[src/rtl/mfr_pkg.sv]
`default_nettype none

package mfr_pkg;

  // Frame layout
  localparam int unsigned FRAME_BYTES = 20;
  localparam int unsigned CMD_AT      = 2;
  localparam int unsigned COUNT_AT    = 3;
  localparam int unsigned PAYLOAD_AT  = 5;
  localparam int unsigned PAYLOAD_LEN = 15;

  localparam logic [7:0] HDR_BYTE0 = 8'h55;
  localparam logic [7:0] HDR_BYTE1 = 8'hAA;

  // Byte counter: counts 0..FRAME_BYTES+1, saturating
  localparam int unsigned BC_W = 5;
  // Payload step counter
  localparam int unsigned PC_W = 4;

  // Result kinds carried on tuser
  localparam logic [1:0] KIND_ACCEPT  = 2'd0;
  localparam logic [1:0] KIND_REJECT  = 2'd1;
  localparam logic [1:0] KIND_MESSAGE = 2'd2;

  // Controller to datapath
  typedef struct packed {
    logic take_byte;   // store the incoming beat
    logic eval;        // check the frame and load the ack/reject result
    logic append;      // write one payload byte into the message store
    logic emit_rd;     // read one message store slot
    logic emit_load;   // load the read slot into the output register
  } cmd_t;

  // Datapath to controller
  typedef struct packed {
    logic frame_end;   // beat closes a write of exactly FRAME_BYTES bytes
    logic frame_ok;    // frame passes all checks
    logic final_frame; // accepted frame completes the message
    logic append_last; // last payload byte is being written
    logic emit_last;   // last message slot is being loaded
    logic out_free;    // output register can take a result this cycle
  } sts_t;

endpackage

`default_nettype wire

[src/rtl/mfr_ctrl.sv]
`default_nettype none

module mfr_ctrl (
  input  wire logic          clk_i,
  input  wire logic          rst_ni,
  input  wire logic          s_axis_tvalid_i,
  output logic               s_axis_tready_o,
  input  wire mfr_pkg::sts_t sts_i,
  output mfr_pkg::cmd_t      cmd_o
);

  typedef enum logic [4:0] {
    ST_IDLE    = 5'b00001,
    ST_EVAL    = 5'b00010,
    ST_APPEND  = 5'b00100,
    ST_EMIT_RD = 5'b01000,
    ST_EMIT_WR = 5'b10000
  } state_e;

  state_e state_q, state_d;

  // Sequence one frame: check, append payload, walk the store on completion
  always_comb begin
    state_d         = state_q;
    cmd_o           = '0;
    s_axis_tready_o = 1'b0;
    case (state_q)
      ST_IDLE: begin
        s_axis_tready_o = 1'b1;
        cmd_o.take_byte = s_axis_tvalid_i;
        if (sts_i.frame_end) begin
          state_d = ST_EVAL;
        end
      end
      ST_EVAL: begin
        if (sts_i.out_free) begin
          cmd_o.eval = 1'b1;
          state_d    = sts_i.frame_ok ? ST_APPEND : ST_IDLE;
        end
      end
      ST_APPEND: begin
        cmd_o.append = 1'b1;
        if (sts_i.append_last) begin
          state_d = sts_i.final_frame ? ST_EMIT_RD : ST_IDLE;
        end
      end
      ST_EMIT_RD: begin
        cmd_o.emit_rd = 1'b1;
        state_d       = ST_EMIT_WR;
      end
      ST_EMIT_WR: begin
        if (sts_i.out_free) begin
          cmd_o.emit_load = 1'b1;
          state_d         = sts_i.emit_last ? ST_IDLE : ST_EMIT_RD;
        end
      end
      default: begin
        state_d = ST_IDLE;
      end
    endcase
  end

  always_ff @(posedge clk_i or negedge rst_ni) begin
    if (!rst_ni) begin
      state_q <= ST_IDLE;
    end else begin
      state_q <= state_d;
    end
  end

endmodule

`default_nettype wire

[src/rtl/mfr_dpath.sv]
`default_nettype none

module mfr_dpath #(
  parameter int unsigned MESSAGE_BYTES = 48
) (
  input  wire logic          clk_i,
  input  wire logic          rst_ni,
  input  wire mfr_pkg::cmd_t cmd_i,
  output mfr_pkg::sts_t      sts_o,
  input  wire logic [7:0]    rx_byte_i,
  input  wire logic          write_end_i,
  output logic               out_valid_o,
  input  wire logic          out_ready_i,
  output logic [1:0]         out_kind_o,
  output logic [7:0]         out_command_o,
  output logic [7:0]         out_message_byte_o,
  output logic               out_last_o
);

  localparam int unsigned AW = $clog2(MESSAGE_BYTES);
  localparam logic [AW-1:0] LAST_SLOT = AW'(MESSAGE_BYTES - 1);
  localparam logic [mfr_pkg::BC_W-1:0] BC_LAST =
    mfr_pkg::BC_W'(mfr_pkg::FRAME_BYTES - 1);
  localparam logic [mfr_pkg::BC_W-1:0] BC_FULL =
    mfr_pkg::BC_W'(mfr_pkg::FRAME_BYTES);
  localparam logic [mfr_pkg::PC_W-1:0] PC_LAST =
    mfr_pkg::PC_W'(mfr_pkg::PAYLOAD_LEN - 1);

  logic [7:0] frame_q [mfr_pkg::FRAME_BYTES];
  logic [mfr_pkg::BC_W-1:0] byte_count_q;
  logic [7:0] packs_left_q;
  logic [7:0] prev_cmd_q;
  logic [7:0] prev_packs_q;
  logic       final_q;
  logic [AW-1:0] append_idx_q;
  logic [mfr_pkg::PC_W-1:0] pay_idx_q;
  logic [AW-1:0] emit_idx_q;

  logic [7:0] msg_mem [MESSAGE_BYTES];
  logic [MESSAGE_BYTES-1:0] msg_valid_q;
  logic [7:0] rd_data_q;
  logic       rd_valid_q;

  logic       out_valid_q;
  logic [1:0] out_kind_q;
  logic [7:0] out_cmd_q;
  logic [7:0] out_byte_q;
  logic       out_last_q;

  logic [7:0] frm_cmd;
  logic [7:0] frm_count;
  logic [7:0] packs_loaded;
  logic       frame_ok;
  logic       out_free;
  logic       msg_clear;
  logic [mfr_pkg::BC_W-1:0] pay_addr;

  // Frame checks
  assign frm_cmd      = frame_q[mfr_pkg::CMD_AT];
  assign frm_count    = frame_q[mfr_pkg::COUNT_AT];
  assign packs_loaded = (packs_left_q == 8'd0) ? frm_count : packs_left_q;
  assign frame_ok     = (frame_q[0] == mfr_pkg::HDR_BYTE0)
                     && (frame_q[1] == mfr_pkg::HDR_BYTE1)
                     && !((frm_cmd != prev_cmd_q) && (prev_packs_q != 8'd0))
                     && (frm_count == packs_loaded);

  assign out_free  = !out_valid_q || out_ready_i;
  assign msg_clear = (cmd_i.eval && !frame_ok) || (cmd_i.emit_load && emit_idx_q == LAST_SLOT);
  assign pay_addr  = mfr_pkg::BC_W'(mfr_pkg::PAYLOAD_AT) + mfr_pkg::BC_W'(pay_idx_q);

  always_comb begin
    sts_o             = '0;
    sts_o.frame_end   = cmd_i.take_byte && write_end_i && (byte_count_q == BC_LAST);
    sts_o.frame_ok    = frame_ok;
    sts_o.final_frame = final_q;
    sts_o.append_last = (pay_idx_q == PC_LAST);
    sts_o.emit_last   = (emit_idx_q == LAST_SLOT);
    sts_o.out_free    = out_free;
  end

  // Capture the bytes of the current write
  always_ff @(posedge clk_i) begin
    if (cmd_i.take_byte && byte_count_q < BC_FULL) begin
      frame_q[byte_count_q] <= rx_byte_i;
    end
  end

  // Count bytes of the write, saturating one past a full frame
  always_ff @(posedge clk_i or negedge rst_ni) begin
    if (!rst_ni) begin
      byte_count_q <= '0;
    end else if (cmd_i.take_byte) begin
      if (write_end_i) begin
        byte_count_q <= '0;
      end else if (byte_count_q <= BC_FULL) begin
        byte_count_q <= byte_count_q + 1'b1;
      end
    end
  end

  // Run tracking: pack counter, last accepted command and count
  always_ff @(posedge clk_i or negedge rst_ni) begin
    if (!rst_ni) begin
      packs_left_q <= '0;
      prev_cmd_q   <= '0;
      prev_packs_q <= '0;
      final_q      <= 1'b0;
    end else if (cmd_i.eval) begin
      final_q <= (packs_loaded == 8'd0);
      if (frame_ok) begin
        prev_cmd_q   <= frm_cmd;
        prev_packs_q <= packs_loaded;
        packs_left_q <= (packs_loaded == 8'd0) ? 8'd0 : packs_loaded - 8'd1;
      end else begin
        packs_left_q <= packs_loaded;
      end
    end
  end

  // Step through payload bytes and message slots
  always_ff @(posedge clk_i or negedge rst_ni) begin
    if (!rst_ni) begin
      pay_idx_q    <= '0;
      emit_idx_q   <= '0;
      append_idx_q <= '0;
    end else begin
      if (cmd_i.eval) begin
        pay_idx_q <= '0;
      end else if (cmd_i.append) begin
        pay_idx_q <= pay_idx_q + 1'b1;
      end
      if (cmd_i.eval) begin
        emit_idx_q <= '0;
      end else if (cmd_i.emit_load) begin
        emit_idx_q <= (emit_idx_q == LAST_SLOT) ? '0 : emit_idx_q + 1'b1;
      end
      if (msg_clear) begin
        append_idx_q <= '0;
      end else if (cmd_i.append && append_idx_q != LAST_SLOT) begin
        append_idx_q <= append_idx_q + 1'b1;
      end
    end
  end

  // Message store: one write port, one registered read port
  always_ff @(posedge clk_i) begin
    if (cmd_i.append) begin
      msg_mem[append_idx_q] <= frame_q[pay_addr];
    end
    if (cmd_i.emit_rd) begin
      rd_data_q <= msg_mem[emit_idx_q];
    end
  end

  // Slot valid bits; an unwritten slot reads as zero
  always_ff @(posedge clk_i or negedge rst_ni) begin
    if (!rst_ni) begin
      msg_valid_q <= '0;
      rd_valid_q  <= 1'b0;
    end else begin
      if (msg_clear) begin
        msg_valid_q <= '0;
      end else if (cmd_i.append) begin
        msg_valid_q[append_idx_q] <= 1'b1;
      end
      if (cmd_i.emit_rd) begin
        rd_valid_q <= msg_valid_q[emit_idx_q];
      end
    end
  end

  // Output register: hold the result until the beat is taken
  always_ff @(posedge clk_i or negedge rst_ni) begin
    if (!rst_ni) begin
      out_valid_q <= 1'b0;
    end else if (cmd_i.eval || cmd_i.emit_load) begin
      out_valid_q <= 1'b1;
    end else if (out_ready_i) begin
      out_valid_q <= 1'b0;
    end
  end

  always_ff @(posedge clk_i) begin
    if (cmd_i.eval) begin
      out_kind_q <= frame_ok ? mfr_pkg::KIND_ACCEPT : mfr_pkg::KIND_REJECT;
      out_cmd_q  <= frm_cmd;
      out_byte_q <= 8'd0;
      out_last_q <= !frame_ok || (packs_loaded != 8'd0);
    end else if (cmd_i.emit_load) begin
      out_kind_q <= mfr_pkg::KIND_MESSAGE;
      out_cmd_q  <= prev_cmd_q;
      out_byte_q <= rd_valid_q ? rd_data_q : 8'd0;
      out_last_q <= (emit_idx_q == LAST_SLOT);
    end
  end

  assign out_valid_o        = out_valid_q;
  assign out_kind_o         = out_kind_q;
  assign out_command_o      = out_cmd_q;
  assign out_message_byte_o = out_byte_q;
  assign out_last_o         = out_last_q;

endmodule

`default_nettype wire

[src/rtl/multi_frame_message_reassembler_core.sv]
`default_nettype none

// Multi-frame message reassembler. Bytes of received writes arrive one beat
// per cycle on the slave side while the block is idle, tlast marking the
// final byte of a write; only writes of exactly 20 bytes (55 AA, command,
// frames-to-come count, spare byte, 15 payload bytes) are acted on. Each such
// frame yields one ack or reject beat; accepted payloads are appended to a
// message store of MESSAGE_BYTES slots (the last slot absorbs overflow), and
// the frame whose count reaches zero is followed by MESSAGE_BYTES message
// beats, slot 0 first. The closing byte of a full frame holds the input
// while the frame is checked and an accepted payload is appended (one
// message store write per cycle); a completing frame then walks the store,
// each message beat taking a registered store read, then an output load.
// Output back-pressure stretches the checking and the walk. The store is
// cleared at once through per-slot valid bits, so the block needs no
// clearing pass after reset.
module multi_frame_message_reassembler_core #(
  parameter int unsigned MESSAGE_BYTES = 48
) (
  input  wire logic        clk_i,
  input  wire logic        rst_ni,
  input  wire logic        s_axis_tvalid_i,
  output logic             s_axis_tready_o,
  input  wire logic [7:0]  s_axis_tdata_i,  // [7:0] rx_byte
  input  wire logic        s_axis_tlast_i,  // write_end
  output logic             m_axis_tvalid_o,
  input  wire logic        m_axis_tready_i,
  output logic [15:0]      m_axis_tdata_o,  // [7:0] command, [15:8] message_byte
  output logic [1:0]       m_axis_tuser_o,  // [1:0] kind
  output logic             m_axis_tlast_o   // last
);

  mfr_pkg::cmd_t cmd;
  mfr_pkg::sts_t sts;
  logic [7:0] out_command;
  logic [7:0] out_message_byte;

  mfr_ctrl u_ctrl (
    .clk_i           (clk_i),
    .rst_ni          (rst_ni),
    .s_axis_tvalid_i (s_axis_tvalid_i),
    .s_axis_tready_o (s_axis_tready_o),
    .sts_i           (sts),
    .cmd_o           (cmd)
  );

  mfr_dpath #(
    .MESSAGE_BYTES (MESSAGE_BYTES)
  ) u_dpath (
    .clk_i              (clk_i),
    .rst_ni             (rst_ni),
    .cmd_i              (cmd),
    .sts_o              (sts),
    .rx_byte_i          (s_axis_tdata_i),
    .write_end_i        (s_axis_tlast_i),
    .out_valid_o        (m_axis_tvalid_o),
    .out_ready_i        (m_axis_tready_i),
    .out_kind_o         (m_axis_tuser_o),
    .out_command_o      (out_command),
    .out_message_byte_o (out_message_byte),
    .out_last_o         (m_axis_tlast_o)
  );

  assign m_axis_tdata_o = {out_message_byte, out_command};

endmodule

`default_nettype wire

[config.mk]
export PLATFORM = sky130hd
export DESIGN_NAME = multi_frame_message_reassembler_core
export DESIGN_NICKNAME = d
export VERILOG_FILES = /design/src/rtl/mfr_pkg.sv /design/src/rtl/mfr_ctrl.sv /design/src/rtl/mfr_dpath.sv /design/src/rtl/multi_frame_message_reassembler_core.sv
export SDC_FILE = /design/constraint.sdc
export NUM_CORES = 1
export LEC_CHECK = 0
export ABC_AREA = 1
export BUFFER_PORTS_ARGS = -buffer_cell sky130_fd_sc_hd__buf_4
export CORE_MARGIN = 5
export CORE_UTILIZATION = 57
export DETAILED_ROUTE_END_ITERATION = 16
export PLACE_DENSITY_LB_ADDON = 0.1
export REMOVE_ABC_BUFFERS = 1
export SYNTH_ARGS = -nofsm -noshare
export SYNTH_HDL_FRONTEND = slang
export SYNTH_SLANG_ARGS = --single-unit
[constraint.sdc]
create_clock -name clk_i -period 4.1 [get_ports clk_i]
set_input_delay 0.82 -clock clk_i [delete_from_list [all_inputs] [get_ports clk_i]]
set_output_delay 0.82 -clock clk_i [all_outputs]
set_load 0.02 [all_outputs]
==> out/qor.yml <==
run_status:
  status: "finished clean"
power:
  switching_share_pct: 22.8
  clkPwrFrac_pct: 40.7
  p_leak_nw: 11.1
  internal_power_mw: 11.2
  max-vdd-ir-drop_mv: 0.380
  pwr-share-seq_pct: 52.9
  cellPowerDensity_nw_per_um2: 468
  combPwrFrac_pct: 6.4
  power_switching_mw: 3.30
timing:
  hold-worst-slack_ns: 0.365
  fin_skew_ns: 0.0221
  timing.final.crit_period_ns: 3.10
  tightestPinTransition_ns: 1.15
  setup_viol: 0
  drv_slew: 0
  setup_slack_ns: 0.996
  maxSlewHeadroom_pct: 22.8
  hold_viol: 0
  fin_crit_sh_pct: 75.7
  rsz0062_at_grt: "false"
  fmax_mhz: 322
floorplan:
  die_x_um: 231
  core-area_um2: 48700
  initial_core_util_pct: 57.4
  rows: 81
  fp.dieArea_um2: 53600
  top_level_ports: 34
  die_y_um: 231
cts:
  cts_tree: "built"
  cts_resized: 0
  cts-buffers-inserted: 69
  clock_path_buffers: 3
  htreeDepth: 3
  root_buffer: "clkbuf_16"
  clock-sinks: 672
  cts_setup_buffers: 0
  path_clk_slew_ns: 0.06
  postCtsHoldBufs: 0
  insertion_delay_ns: 0.60
global_routing:
  grtUsageTotal_pct: 26.2
  antenna_found_initial: 0
  grt_pass1_wl_um: 108000
  grt_pass1_vias: 18600
  grt_overflow: 0
  grt_max_degree: 127
synth:
  avgSynthCellArea_um2: 11.7
  yosysWarningCount: 0
  synth-edff-count: 563
  synth_cell_types: 45
  yosys_most_used_dff: "edfxtp_1"
  synth_compound_area_share_pct: 13.2
  synth_top_family_by_area: "compound AO/OA/AOI/OAI gates"
  yosysSeqAreaShare_pct: 70.1
  synthSimpleGateAreaFrac_pct: 12.4
  ys_ff_latch: 672
  syn_area_um2: 28000
  async_reset_ff_share_pct: 15.0
  synth-xor-area-share_pct: 0.345
  yosys.area_share.adder_pct: 0.403
  syn_inst: 2390
  muxShareOfSynthArea_pct: 0
layout:
  area_delta_synth_final_pct: 10.9
  postLayoutCellArea_um2: 31000
  register_area_um2: 19600
  antenna_cells: 0
  fin_nets: 2423
  drive_above_1_share_pct: 9.42
  multiInputGateArea_um2: 7460
  fillers: 3729
critical_path:
  arrival_ns: 3.34
  cp_slowest_cell: "o21ai_4"
  slowest_delay_ns: 0.86
  cp.required_ns: 4.33
  cp-end-kind: "flop"
  path_class: "flop to flop"
  worstSetupStartpointType: "flop"
  worstPathCellList: "inv_2 > ha_1 > inv_1 > buf_4 > a21oi_1 > a32o_1 > o21ai_4"
  path_max_fanout: 48
placed_design:
  dpl_worst_slack_ns: 0.943
  dpl_cell_area_um2: 28900
  gp_congestion: 0.927
  place.detailed.hpwl_um: 43000
  io_buffers: 33
detailed_routing:
  drt_iter0_markers: 1988
  drc: 0
  route.antenna.remaining_nets: 0
  wl_per_cell_um: 22.5
  routed_wl_um: 70300
  drtPass1Iterations: 6
  num_vias: 19000
  viasPerCell: 6.10
run:
  cap_violations: 0
hold_path:
  hold_class: "input pin to asynchronous set/reset pin"
[sequential cells by signal (all words and copies together) (netlist names), 2 cells and up]
signal                      cells
u_ctrl.state_q                  5
u_dpath.append_idx_q            6
u_dpath.byte_count_q            5
u_dpath.emit_idx_q              6
u_dpath.frame_q               160
u_dpath.msg_mem               384
u_dpath.msg_valid_q            48
u_dpath.out_command_o           8
u_dpath.out_kind_o              2
u_dpath.out_message_byte_o      8
u_dpath.packs_left_q            8
u_dpath.pay_idx_q               4
u_dpath.prev_cmd_q              8
u_dpath.prev_packs_q            8
u_dpath.rd_data_q               8
[power by group through the flow]
stage               Sequential (mW)  Combinational [mW]  Clock, mW
floorplan                      7.81               0.510          0
global placement               7.80               0.899          0
detailed placement             7.81               0.925          0
CTS                            7.67               0.927       5.96
global route                   7.68                1.02       6.27
finish                         7.67               0.922       5.90
[cell type report]
type                            count  share of cell area [%]
Sequential cell                   672                    63.2
Multi-Input combinational cell   1465                    24.1
Clock buffer                       92                    6.02
Tap cell                          664                    2.68
Timing Repair Buffer               72                    1.78
Inverter                          121                    1.48
Clock inverter                     31                   0.735
[worst max-delay path, delay by kind of cell, from the launching register on]
kind                       cells  cell delay, ns
AOI/OAI and AO/OA              3            1.18
DFF                            1            0.38
adders and majority gates      1            0.30
buffers and inverters          3            0.82
[through the flow]
step / std cells / TNS, ns / utilization [%] / power, mW
floorplan: 2258 / -1042.02 / - / 8.32
global placement: 2994 / 0 / 59.3 / 8.70
detailed placement: 2994 / 0 / 59.3 / 8.73
CTS: 3117 / 0 / 63.6 / 14.6
global route: 3117 / 0 / 63.6 / 15.0
finish: 3117 / 0 / 63.6 / 14.5
[layer usage]
| layer | global-route usage (%) | wire (um) |
|---|---|---|
| met4 | 9.36 | 2470 |
| met1 | 35.6 | 28900 |
| met5 | 0 | 0 |
| met3 | 3.94 | 4500 |
| met2 | 43.5 | 34400 |
[cell families after synthesis]
kind of cell / after synthesis
AO/OA/AOI/OAI: 606
buffers and inverters: 253
AND/OR/NAND/NOR: 839
XOR/XNOR: 11
adder cells (fa/ha/maj): 9
flip-flops: 672
[synthesized netlist by cell type, types with 2 or more instances]
cell      count  share of area (%)
ha_1          9               0.40
a31oi_1       2              0.045
o21ai_2      15               0.47
buf_2        16               0.29
buf_6         4               0.16
clkbuf_1    106                1.4
nand3_2       3               0.11
o21ai_0     321                5.7
and2_1        2              0.045
nand3_1      93                1.7
dfxtp_1       8               0.57
o221ai_1     47                1.5
o211a_1      27               0.97
buf_1         5              0.067
o22ai_1      80                1.8
edfxtp_1    563                 60
nand2_1     261                3.5
clkinv_1      4              0.054
xor2_1        5               0.16
nand2_2       4              0.089
a21oi_1      55               0.98
xnor2_1       6               0.19
inv_1       106                1.4
a32o_1       16               0.57
nor3_1       11               0.20
inv_2        11               0.15
o21ai_1      12               0.21
nor2_2        4              0.089
nor4_1        3              0.067
nand2_4       2              0.081
o211ai_1     21               0.56
dfrtp_1     100                8.9
nor2_1      419                5.6
nand4_1      31               0.69
a21oi_2       8               0.25
[path summary, 6_finish.rpt]
kind                                               start                             to  slack [ns]  cells past startpoint
setup / recovery                    u_dpath.pay_idx_q[0]          u_dpath.msg_mem[3][2]         1.0                      7
hold reg to reg            u_dpath.out_message_byte_o[3]  u_dpath.out_message_byte_o[3]        0.47                      1
min in group clk_i         u_dpath.out_message_byte_o[3]  u_dpath.out_message_byte_o[3]        0.47                      1
max in group asynchronous                         rst_ni        u_dpath.packs_left_q[2]        2.83                      2
hold / removal                                    rst_ni        u_dpath.msg_valid_q[20]        0.37                      1
setup reg to reg                    u_dpath.pay_idx_q[0]          u_dpath.msg_mem[3][2]         1.0                      7
[cells in the final DEF (no fill, tap or decap), types with 55 or more instances in the layout]
| cell type | count |
|---|---|
| nor2_1 | 418 |
| o22ai_1 | 80 |
| dfrtp_1 | 97 |
| inv_1 | 105 |
| nand2_1 | 261 |
| buf_4 | 71 |
| a21oi_1 | 55 |
| edfxtp_1 | 563 |
| o21ai_0 | 313 |
| nand3_1 | 93 |
| clkbuf_16 | 71 |
(Power assumes the default switching activity.)
